--- config.mk ---
export PLATFORM = sky130hd
export DESIGN_NAME = hpd_mac
export DESIGN_NICKNAME = d
export VERILOG_FILES = /design/src/sv/hpd_pkg.sv /design/src/sv/hpd_mac.sv
export SDC_FILE = /design/constraint.sdc
export NUM_CORES = 2
export LEC_CHECK = 0
export BUFFER_PORTS_ARGS = -buffer_cell sky130_fd_sc_hd__buf_4
export CORE_MARGIN = 2
export CORE_UTILIZATION = 45
export DETAILED_ROUTE_END_ITERATION = 8
export GPL_TIMING_DRIVEN = 0
export SYNTH_ARGS = -nofsm -noshare
export SYNTH_HDL_FRONTEND = slang
export SYNTH_SLANG_ARGS = --single-unit
--- constraint.sdc ---
create_clock -name clk -period 25.8 [get_ports clk]
set_clock_uncertainty 0.05 [all_clocks]
set_input_delay 7.74 -clock clk [delete_from_list [all_inputs] [get_ports clk]]
set_output_delay 7.74 -clock clk [all_outputs]
set_load 0.1 [all_outputs]
--- src/sv/hpd_pkg.sv ---
// ----------------------------------------------------------------------------
// hpd_pkg: shared types and constants of the hyperboloid patch dicer
// Fixed-point widths, CORDIC constants, reciprocal table and the control
// structs that pass between the sequencer and its arithmetic units.
// ----------------------------------------------------------------------------
`default_nettype none

package hpd_pkg;

  // Configuration port.
  localparam int CFG_IDX_W  = 3;
  localparam int CFG_DATA_W = 64;

  localparam logic [CFG_IDX_W-1:0] CFG_FIRST_POINT  = 3'd0;
  localparam logic [CFG_IDX_W-1:0] CFG_SECOND_POINT = 3'd1;
  localparam logic [CFG_IDX_W-1:0] CFG_SWEEP_ANGLE  = 3'd2;
  localparam logic [CFG_IDX_W-1:0] CFG_MATRIX_ROW0  = 3'd3;
  localparam logic [CFG_IDX_W-1:0] CFG_MATRIX_ROW1  = 3'd4;
  localparam logic [CFG_IDX_W-1:0] CFG_MATRIX_ROW2  = 3'd5;

  localparam logic [15:0] SWEEP_RESET = 16'd51472;
  localparam logic [63:0] ROW0_RESET  = 64'h0000_0000_0000_0100;
  localparam logic [63:0] ROW1_RESET  = 64'h0000_0000_0100_0000;
  localparam logic [63:0] ROW2_RESET  = 64'h0000_0100_0000_0000;

  // Datapath widths.
  localparam int MUL_W = 34;   // multiplier operand
  localparam int ACC_W = 68;   // product and accumulator
  localparam int TH_W  = 36;   // angle, Q.30 radians
  localparam int CRD_W = 34;   // CORDIC x and y
  localparam int AT_W  = 5;    // arctangent table index

  localparam logic signed [TH_W-1:0] Q30_TWO_PI  = 36'sd6746518852;
  localparam logic signed [TH_W-1:0] Q30_PI      = 36'sd3373259426;
  localparam logic signed [TH_W-1:0] Q30_HALF_PI = 36'sd1686629713;
  localparam logic signed [CRD_W-1:0] Q30_GAIN   = 34'sd652032874;

  localparam logic [30:0] ATAN_Q30 [24] = '{
    31'd843314856, 31'd497837829, 31'd263043836, 31'd133525158, 31'd67021686,
    31'd33543515, 31'd16775850, 31'd8388437, 31'd4194282, 31'd2097149,
    31'd1048575, 31'd524287, 31'd262143, 31'd131071, 31'd65535, 31'd32767,
    31'd16383, 31'd8191, 31'd4095, 31'd2047, 31'd1023, 31'd511, 31'd255,
    31'd127
  };

  // ceil(2^19 / d) for a divisor d of 1 to 7; a divisor of zero gives zero,
  // so a grid side of one steps by nothing. Exact for dividends below 2^16.
  localparam int DIV_SHIFT = 19;
  localparam logic [19:0] RECIP_Q19 [8] = '{
    20'd0, 20'd524288, 20'd262144, 20'd174763,
    20'd131072, 20'd104858, 20'd87382, 20'd74899
  };

  typedef struct packed {
    logic en;
    logic load;
    logic neg;
  } mac_ctl_t;

  typedef struct packed {
    logic            start;
    logic [TH_W-1:0] theta;
  } crd_cmd_t;

  typedef struct packed {
    logic                    done;
    logic signed [CRD_W-1:0] cos_q;
    logic signed [CRD_W-1:0] sin_q;
  } crd_stat_t;

endpackage

`default_nettype wire

--- src/sv/hpd_mac.sv ---
// ----------------------------------------------------------------------------
// hpd_mac: shared multiply-accumulate unit
// One signed multiplier whose product is added to or subtracted from either
// a loaded addend or the running accumulator.
// ----------------------------------------------------------------------------
`default_nettype none

module hpd_mac import hpd_pkg::*; (
  input  logic                    clk,
  input  mac_ctl_t                ctl,
  input  logic signed [MUL_W-1:0] op_a,
  input  logic signed [MUL_W-1:0] op_b,
  input  logic signed [ACC_W-1:0] addend,
  output logic signed [ACC_W-1:0] acc_nxt
);

  logic signed [ACC_W-1:0] acc_r;
  logic signed [ACC_W-1:0] prod;
  logic signed [ACC_W-1:0] base;

  assign prod    = op_a * op_b;
  assign base    = ctl.load ? addend : acc_r;
  assign acc_nxt = ctl.neg ? base - prod : base + prod;

  always_ff @(posedge clk) begin
    if (ctl.en) begin
      acc_r <= acc_nxt;
    end
  end

endmodule

`default_nettype wire

==> results by group <==
Detailed routing
  • Pre-Repair DR Iteration Count: 6
  • WL per Instance: 25.3 um
  • Via/cell ratio: 5.51
  • Total wire length: 190,000 um
  • ANT nets after route: 0
  • Vias: 41.4k
  • Detailed-route DRC error count: 0
  • 1st-iter DRT viols: 3,580

Clock network
  • H-tree depth: 3
  • Deepest clock path buffer count: 2
  • Worst skew pair latency: 350 ps
  • Clk slew on worst S/H paths: 60 ps
  • TritonCTS clock tree: built
  • Post-CTS Hold Fix Bufs: 0
  • CTS buffer count: 9
  • CTS Sinks: 68
  • Root buffer cell: clkbuf_16

STA
  • Final Max Tran Viols: 0
  • Slew @ Worst Pin: 1290 ps
  • Max Clk Rate: 0.0380 GHz
  • Fin crit share: 102%
  • Final worst slack: -550 ps
  • Unrepaired setup endpoints after global routing: yes
  • Final setup viols: 13
  • Post-route minimum period: 26,350 ps
  • Fin. Hold Viols: 0
  • Final Hold Slack: 759 ps
  • Slew Limit Headroom: 13.7%

Global routing
  • Initial antenna violation count: 13
  • Largest net degree at the start of global routing: 69
  • First-pass GRT wire length: 283,000 um
  • Vias in the first global route: 44.3k
  • GRT Util Overall: 33.5%
  • Total gr overflow: 0

Critical path
  • Cell count of the worst reg-to-reg path: 17
  • CP arrival: 18,560 ps
  • Startpoint types: input pin
  • Required @ worst endpoint: 18,010 ps
  • Endpoint class of the critical path: output pin
  • Worst path bufs/invs: 12
  • Critical-path top delay cell: fa_2
  • Critical setup path kind: input pin to output pin
  • Delay-heaviest family, CP: adder cells
  • Critical path fanouts, max: 6
  • Crit path largest cell delay: 620 ps
  • Crit path depth: 46

Logic synthesis
  • Syn Area/Cell: 9.08 um2
  • Synthesized netlist cell count: 5,566
  • Syn Nets: 7,220
  • Sequential fraction of the synthesis area: 4.04%
  • Asr flop ratio synth: 0%
  • Synth area leaders: fa_1 (49%), inv_1 (9.3%), and2_1 (7.1%), ha_1 (6.7%), nand2_1 (5.0%)
  • Area of the mapped netlist: 0.0506 mm2
  • Synth warn: 0
  • Synth cell types: 97
  • EDFF count, synth: 68
  • Post-synth top area cell: fa_1
  • Yosys top cell area share: 49.2%
  • Dominant synthesized flop cell: edfxtp_1
  • Yosys reg bits: 68

Cells and area
  • Commonest non-fill, non-tap cells in the layout: inv_1 (1,207), fa_1 (1,197), nand2_1 (664)
  • Post-layout net count: 7,659
  • Final non-filler cell total: 7,508
  • Largest Register: acc_r
  • Layout area overhead: 21.2%
  • Largest regs: acc_r x68
  • Most common cell after layout, fill and taps aside: inv_1
  • Max reg flops: 68
  • Share of cells above drive strength 1: 20.4%

Die
  • DIE WIDTH: 339 um
  • I/O Pins: 208
  • Die extent in y: 339 um
  • Initial cell density of the core: 45.6%
  • Die Area: 0.115 mm2
  • Row count: 122
  • Core ar.: 0.111 mm2

Place
  • Setup Slack @ Placement: -3240 ps
  • HPWL after detailed placement: 157,000 um
  • GP Congestion: 0.994
  • Dpl cells: 7,253
  • IO buf count: 199

Outcome
  • Status: finished with violations
  • Violated checks: setup timing

Job
  • Max-capacitance violation count: 0

Min path
  • HP Class: flop to flop
  • Hold Path Depth: 2
## per-stage QoR
step / TNS, ps / util [%] / instance area [um2]
after floorplan: -636 / - / 50900
after global placement: -53160 / 48.9 / 54300
after detailed placement: -53960 / 48.9 / 54300
after CTS: -2900 / 53.4 / 59200
after global routing: -8480 / 55.2 / 61200
final: -3700 / 55.2 / 61300
## worst min-delay path, stage by stage (launching register included)
cell      delay, ps
edfxtp_1        320
mux2_2          170
fa_1            190
## cell families (layout without fill, tap and decap cells)
kind of cell             count (synthesis)  count (layout)  share of synthesized area, %
adder cells (fa/ha/maj)               1514            1514                          55.9
other                                    0              10                             0
buffers and inverters                 1538            1982                          11.5
AND/OR/NAND/NOR                       1617            1617                          16.2
XOR/XNOR                               197             197                          3.41
AO/OA/AOI/OAI                          557             557                          7.35
flip-flops                              68              68                          4.04
multiplexers                            75              75                          1.65
## metal layers
| metal | up-vias | routed length (um) | global-route usage, % |
|---|---|---|---|
| li1 | 17600 | - | - |
| met1 | 21400 | 71500 | 42.5 |
| met2 | 1926 | 88400 | 54.3 |
| met3 | 476 | 17300 | 6.69 |
| met4 | 8 | 12800 | 17.4 |
| met5 | - | 65 | 0 |
## final timing paths
kind | slack (ps) | endpoint | startpoint
hold / removal | 760 | acc_r[1] | acc_r[1]
setup reg to reg | 21220 | acc_r[60] | acc_r[2]
hold reg to reg | 760 | acc_r[1] | acc_r[1]
setup / recovery | -550 | acc_nxt[66] | op_a[21]
## synthesized netlist by cell type, types with 12 or more instances
master	count
a31oi_1	35
mux2_2	67
o211ai_1	19
and4_1	12
a21o_1	76
a21oi_1	180
edfxtp_1	68
nor2_1	127
and3_1	18
and2_1	576
a211oi_1	14
nor3_1	33
ha_1	272
o21bai_1	21
nand4_1	31
clkbuf_1	268
xor2_1	67
fa_1	1242
nor2b_1	16
nand3_1	41
nand2_1	679
o21ai_0	74
xnor2_1	130
o21a_1	32
inv_1	1257
nand2b_1	25
## layout make-up
class	instances	area (um2)
plain buffers	241	2830
repair buffers	468	4100
well taps	1488	1860
fillers	10100	49700
diodes	10	25.0
clock inverters	7	67.6
flip-flops and latches	68	2040
multi-input cells	3960	45400
inverters	1257	4740
clock buffers	9	225
## what timing repair did
item | in CTS | in global routing
gates resized for setup | 888 | 330
setup buffers | 172 | 112
gates cloned | 0 | 1
endpoints found under the hold margin | 0 | 0
setup endpoints to repair | 38 | 31
pin swaps | 166 | 182
Power is not shown: default switching activity piles up to over one toggle a cycle in this logic, so the estimate is an artifact.
