## src/sv/hpd_pkg.sv

```systemverilog
// ----------------------------------------------------------------------------
// hpd_pkg: shared types and constants of the hyperboloid patch dicer
// Fixed-point widths, CORDIC constants, reciprocal table and the control
// structs that pass between the sequencer and its arithmetic units.
// ----------------------------------------------------------------------------
`default_nettype none

package hpd_pkg;

  // Configuration port.
  localparam int CFG_IDX_W  = 3;
  localparam int CFG_DATA_W = 64;

  localparam logic [CFG_IDX_W-1:0] CFG_FIRST_POINT  = 3'd0;
  localparam logic [CFG_IDX_W-1:0] CFG_SECOND_POINT = 3'd1;
  localparam logic [CFG_IDX_W-1:0] CFG_SWEEP_ANGLE  = 3'd2;
  localparam logic [CFG_IDX_W-1:0] CFG_MATRIX_ROW0  = 3'd3;
  localparam logic [CFG_IDX_W-1:0] CFG_MATRIX_ROW1  = 3'd4;
  localparam logic [CFG_IDX_W-1:0] CFG_MATRIX_ROW2  = 3'd5;

  localparam logic [15:0] SWEEP_RESET = 16'd51472;
  localparam logic [63:0] ROW0_RESET  = 64'h0000_0000_0000_0100;
  localparam logic [63:0] ROW1_RESET  = 64'h0000_0000_0100_0000;
  localparam logic [63:0] ROW2_RESET  = 64'h0000_0100_0000_0000;

  // Datapath widths.
  localparam int MUL_W = 34;   // multiplier operand
  localparam int ACC_W = 68;   // product and accumulator
  localparam int TH_W  = 36;   // angle, Q.30 radians
  localparam int CRD_W = 34;   // CORDIC x and y
  localparam int AT_W  = 5;    // arctangent table index

  localparam logic signed [TH_W-1:0] Q30_TWO_PI  = 36'sd6746518852;
  localparam logic signed [TH_W-1:0] Q30_PI      = 36'sd3373259426;
  localparam logic signed [TH_W-1:0] Q30_HALF_PI = 36'sd1686629713;
  localparam logic signed [CRD_W-1:0] Q30_GAIN   = 34'sd652032874;

  localparam logic [30:0] ATAN_Q30 [24] = '{
    31'd843314856, 31'd497837829, 31'd263043836, 31'd133525158, 31'd67021686,
    31'd33543515, 31'd16775850, 31'd8388437, 31'd4194282, 31'd2097149,
    31'd1048575, 31'd524287, 31'd262143, 31'd131071, 31'd65535, 31'd32767,
    31'd16383, 31'd8191, 31'd4095, 31'd2047, 31'd1023, 31'd511, 31'd255,
    31'd127
  };

  // ceil(2^19 / d) for a divisor d of 1 to 7; a divisor of zero gives zero,
  // so a grid side of one steps by nothing. Exact for dividends below 2^16.
  localparam int DIV_SHIFT = 19;
  localparam logic [19:0] RECIP_Q19 [8] = '{
    20'd0, 20'd524288, 20'd262144, 20'd174763,
    20'd131072, 20'd104858, 20'd87382, 20'd74899
  };

  typedef struct packed {
    logic en;
    logic load;
    logic neg;
  } mac_ctl_t;

  typedef struct packed {
    logic            start;
    logic [TH_W-1:0] theta;
  } crd_cmd_t;

  typedef struct packed {
    logic                    done;
    logic signed [CRD_W-1:0] cos_q;
    logic signed [CRD_W-1:0] sin_q;
  } crd_stat_t;

endpackage

`default_nettype wire

```

## src/sv/hpd_cordic.sv

```systemverilog
// ----------------------------------------------------------------------------
// hpd_cordic: iterative sine and cosine unit
// Reduces the angle to the right half plane in three steps, then runs one
// shift-add rotation step per cycle.
// ----------------------------------------------------------------------------
`default_nettype none

module hpd_cordic import hpd_pkg::*; #(
  parameter int STEPS = 16
) (
  input  logic      clk,
  input  logic      rst_n,
  input  crd_cmd_t  cmd,
  output crd_stat_t stat
);

  localparam int CW = $clog2(STEPS + 4);

  logic                    busy_r, busy_nxt;
  logic                    done_r, done_nxt;
  logic                    flip_r, flip_nxt;
  logic [CW-1:0]           cnt_r, cnt_nxt;
  logic signed [TH_W-1:0]  th_r, th_nxt;
  logic signed [CRD_W-1:0] x_r, x_nxt;
  logic signed [CRD_W-1:0] y_r, y_nxt;
  logic [CW-1:0]           it;
  logic [AT_W-1:0]         idx;
  logic signed [TH_W-1:0]  atan;
  logic signed [CRD_W-1:0] sx, sy;

  assign it   = cnt_r - CW'(3);
  assign idx  = AT_W'(it);
  assign atan = signed'({{(TH_W-31){1'b0}}, ATAN_Q30[idx]});
  assign sx   = x_r >>> idx;
  assign sy   = y_r >>> idx;

  always_comb begin
    busy_nxt = busy_r;
    done_nxt = 1'b0;
    flip_nxt = flip_r;
    cnt_nxt  = cnt_r;
    th_nxt   = th_r;
    x_nxt    = x_r;
    y_nxt    = y_r;
    if (cmd.start) begin
      busy_nxt = 1'b1;
      flip_nxt = 1'b0;
      cnt_nxt  = '0;
      th_nxt   = signed'(cmd.theta);
    end else if (busy_r) begin
      cnt_nxt = cnt_r + CW'(1);
      if (cnt_r == CW'(0)) begin
        if (th_r >= Q30_TWO_PI) th_nxt = th_r - Q30_TWO_PI;
      end else if (cnt_r == CW'(1)) begin
        if (th_r > Q30_PI) th_nxt = th_r - Q30_TWO_PI;
      end else if (cnt_r == CW'(2)) begin
        // Fold the angle into [-pi/2, pi/2] and, when it folds, flip the result sign.
        x_nxt = Q30_GAIN;
        y_nxt = '0;
        if (th_r > Q30_HALF_PI) begin
          th_nxt   = th_r - Q30_PI;
          flip_nxt = 1'b1;
        end else if (th_r < -Q30_HALF_PI) begin
          th_nxt   = th_r + Q30_PI;
          flip_nxt = 1'b1;
        end
      end else begin
        if (!th_r[TH_W-1]) begin
          x_nxt  = x_r - sy;
          y_nxt  = y_r + sx;
          th_nxt = th_r - atan;
        end else begin
          x_nxt  = x_r + sy;
          y_nxt  = y_r - sx;
          th_nxt = th_r + atan;
        end
        if (it == CW'(STEPS - 1)) begin
          busy_nxt = 1'b0;
          done_nxt = 1'b1;
        end
      end
    end
  end

  always_ff @(posedge clk) begin
    if (!rst_n) begin
      busy_r <= 1'b0;
      done_r <= 1'b0;
      cnt_r  <= '0;
    end else begin
      busy_r <= busy_nxt;
      done_r <= done_nxt;
      cnt_r  <= cnt_nxt;
    end
    flip_r <= flip_nxt;
    th_r   <= th_nxt;
    x_r    <= x_nxt;
    y_r    <= y_nxt;
  end

  assign stat.done  = done_r;
  assign stat.cos_q = flip_r ? -x_r : x_r;
  assign stat.sin_q = flip_r ? -y_r : y_r;

endmodule

`default_nettype wire

```

## config.mk

```make
export PLATFORM = sky130hd
export DESIGN_NAME = hpd_cordic
export DESIGN_NICKNAME = d
export VERILOG_FILES = /design/src/sv/hpd_pkg.sv /design/src/sv/hpd_cordic.sv
export SDC_FILE = /design/constraint.sdc
export NUM_CORES = 1
export LEC_CHECK = 0
export ABC_AREA = 0
export BUFFER_PORTS_ARGS = -buffer_cell sky130_fd_sc_hd__buf_2
export CAP_MARGIN = 20
export CELL_PAD_IN_SITES_DETAIL_PLACEMENT = 1
export CELL_PAD_IN_SITES_GLOBAL_PLACEMENT = 2
export CORE_UTILIZATION = 39
export CTS_CLUSTER_DIAMETER = 50
export DETAILED_ROUTE_END_ITERATION = 8
export PLACE_DENSITY = 0.81
export REMOVE_ABC_BUFFERS = 1
export SLEW_MARGIN = 30
export SYNTH_ARGS = -nofsm -noshare
export SYNTH_HDL_FRONTEND = slang
export SYNTH_SLANG_ARGS = --single-unit
```

## constraint.sdc

```tcl
create_clock -name clk -period 9.62 [get_ports clk]
set_input_delay 0.481 -clock clk [delete_from_list [all_inputs] [get_ports clk]]
set_output_delay 0.481 -clock clk [all_outputs]
set_load 0.1 [all_outputs]
```

==> flow_metrics.env <==
export IMPL_status="finished with violations"
export IMPL_violations="DRC"
export IMPL_n_antenna_cell=0
export IMPL_clockRootBuffer="clkbuf_16"
export IMPL_hpwl_um=66600
export IMPL_pwr_share_seq_pct=24.1
export IMPL_ys_warnings_count=0
export IMPL_rsz0062_at_grt="false"
export IMPL_yosys_most_used_dff="edfxtp_1"
export IMPL_grt_start_max_net_pins=69
export IMPL_setup_tns_ns=0
export IMPL_power_per_cell_area_mw_per_mm2=146
export IMPL_place_gp_congestion=0.978
export IMPL_critPathArrivalTime_ns=9.01
export IMPL_ioPinCount=108
export IMPL_drc=5
export IMPL_drive_gt1_share_pct=12.9
export IMPL_endpoint_kind="flop"
export IMPL_cap_viol_max_count=0
export IMPL_dieArea_mm2=0.0547
export IMPL_startpoint_type="flop"
export IMPL_dr_pass1_iters=9
export IMPL_clock_fmax_ghz=0.115
export IMPL_netlist_top_cells_area="edfxtp_1 15%, xnor2_1 7.8%, ha_1 7.5%"
export IMPL_ys_seq_area_share_pct=15.7
export IMPL_synth_top_area_cell="edfxtp_1"
export IMPL_ant_nets=0
export IMPL_crit_required_ns=9.90
export IMPL_antenna_found_initial=0
export IMPL_clk_pin_slew_ns=0.09
export IMPL_clkPwrFrac_pct=13.4
export IMPL_synthTopCellsByCount="234 x nand2_1, 229 x nor2_1, 189 x a21oi_1"
export IMPL_cts_setup_buffers=0
export IMPL_synth_seq_cells=112
export IMPL_dpl_cell_area_mm2=0.0218
export IMPL_ir_worst_vdd_mv=0.0953
export IMPL_fp_dieW_um=234
export IMPL_drtIter0Drc=1707
export IMPL_synth_distinct_cells=106
export IMPL_crit_type="reg2reg"
export IMPL_worst_pin_slew_ns=1.04
export IMPL_cts_tree="done"
export IMPL_grt_pass1_wl_um=132000
export IMPL_fin_area_mm2=0.0221
export IMPL_die_y_um=234
export IMPL_clock_sinks=112
export IMPL_finClkSkew_ns=0.0190
export IMPL_grt_pass1_vias=21600
export IMPL_routed_wl_um=87700
export IMPL_min_period_ns=8.73
export IMPL_nNetsFinal=2775
export IMPL_wl_per_cell_um=26.6
export IMPL_place_ws_ns=1.07
export IMPL_period_share_pct=90.8
export IMPL_syn_to_final_growth_pct=5.39
export IMPL_async_flop_share_pct=0
export IMPL_final_hold_violation_count=0
export IMPL_start_util_pct=39.7
export IMPL_p_sw_mw=1.58
export IMPL_grt_usage_pct=31.6
export IMPL_fillers=6395
export IMPL_cts_resized=0
export IMPL_core_area_mm2=0.0529
export IMPL_synth_most_common_cell="nand2_1"
export IMPL_postLayoutCoreUtil_pct=41.8
export IMPL_maxSlewHeadroom_pct=30.6
export IMPL_grt_overflow=0
export IMPL_syn_area_per_cell_um2=7.87
export IMPL_p_leak_nw=8.26
export IMPL_netlist_instances=2663
export IMPL_numCtsBuffers=9
export IMPL_slew_violations=0
export IMPL_clock_latency_ns=0.42
export IMPL_hold_path_class="in2reg"
export IMPL_vias=21500
export IMPL_synth_edf_count=104
export IMPL_cts_path_max_buffers=2
export IMPL_finalSetupViolCount=0
export IMPL_cts_max_level=3
export IMPL_internal_power_mw=1.65
export IMPL_hold_worst_slack_ns=0.342
export IMPL_switching_share_pct=48.8
export IMPL_combPwrFrac_pct=62.5
export IMPL_critPathMaxFanout=48
export IMPL_synth_top_area_share_pct=14.9
export IMPL_port_buffers=107
export IMPL_fin_ws_ns=0.888
export IMPL_syn_area_mm2=0.0210
export IMPL_vias_per_cell=6.52
export IMPL_ctsHoldBuffers=0
export IMPL_rows=84
placed cells by master, fill, tap and decap left out, types with 18 or more instances in the layout:
cell type	n
o211ai_1	28
a211oi_1	32
a21oi_1	189
a221oi_1	18
o31ai_1	38
nor2_1	227
mux4_2	42
a21o_1	54
nand2_1	232
ha_1	123
nor3_1	51
nand4_1	30
or3_1	21
mux2i_1	117
a31oi_1	41
and3_1	21
o21bai_1	22
xnor2_1	185
edfxtp_1	104
mux2_2	67
nor4_1	22
nor2b_1	21
buf_2	107
nand2b_1	39
nand3_1	50
o22ai_1	35
inv_1	77
o21a_1	25
buf_4	33
o21ai_0	155
xor2_1	76
and2_1	25
per-stage QoR:
step	power [mW]	std cells
CTS	3.22	3301
floorplan	2.24	2452
detailed placement	2.77	3285
global placement	2.70	3283
global route	3.45	3301
finish	3.23	3301
routing by layer:
metal  track usage (%)  vias to the layer above  wire length (um)
met3              3.92                      197              4500
met5                 0                        -                 0
met4              14.7                        0              4020
met2              55.0                      723             42900
met1              38.5                    10800             36300
li1                  -                     9848                 -
final timing paths:
kind | start | to | slack (ns) | cells after the start
max | cnt_r[1]$_SDFFE_PP0P_ | x_r[33]$_SDFFCE_PP0P_ | 0.89 | 24
min | rst_n | busy_r$_SDFF_PN0_ | 0.34 | 2
max reg2reg | cnt_r[1]$_SDFFE_PP0P_ | x_r[33]$_SDFFCE_PP0P_ | 0.89 | 24
min reg2reg | cnt_r[4]$_SDFFE_PP0P_ | cnt_r[4]$_SDFFE_PP0P_ | 0.67 | 2
flip-flops by register name, indices dropped and copies added (netlist names):
name    count
flip_r      1
th_r       36
y_r        34
busy_r      1
done_r      1
x_r        34
cnt_r       5
power by group through the flow:
stage          clock [mW]  combinational [mW]  sequential [mW]
6_report            0.432                2.01            0.778
2_1_floorplan           0                1.49            0.748
5_1_grt             0.456                2.21            0.788
3_5_place_dp            0                1.99            0.783
4_1_cts             0.448                2.00            0.774
3_3_place_gp            0                1.92            0.783
final cells by class:
| type | count | area [um2] | area share, % |
|---|---|---|---|
| Multi-Input combinational cell | 2259 | 16500 | 74.5 |
| Tap cell | 688 | 861 | 3.90 |
| Sequential cell | 112 | 3290 | 14.9 |
| Clock inverter | 6 | 67.6 | 0.306 |
| Inverter | 81 | 307 | 1.39 |
| Clock buffer | 10 | 229 | 1.04 |
| Timing Repair Buffer | 145 | 890 | 4.03 |
kinds of logic after synthesis:
family / Yosys count / share of synthesized area (%)
AO/OA/AOI/OAI: 815 / 26.0
XOR/XNOR: 264 / 11.1
adder cells (fa/ha/maj): 128 / 7.75
buffers and inverters: 292 / 6.21
flip-flops: 112 / 15.7
multiplexers: 236 / 14.3
AND/OR/NAND/NOR: 816 / 19.0
critical path: stages, from the launching register on:
cell	delay (ns)
dfxtp_1	0.70
ha_1	0.52
inv_1	0.20
ha_4	0.81
buf_4	0.58
mux2_2	0.43
o211ai_1	0.48
a21oi_1	0.17
a2111oi_0	0.70
buf_4	0.24
and3_1	0.31
and4_1	0.48
a31oi_1	0.16
xnor2_1	0.16
ha_1	0.37
a21o_1	0.21
a21o_1	0.18
a21oi_1	0.18
nor2b_1	0.08
o31ai_1	0.25
o311ai_0	0.26
a221o_1	0.38
and3_1	0.20
or3_1	0.34
mux2i_1	0.13
No activity file was read; power rests on OpenSTA's default activity.
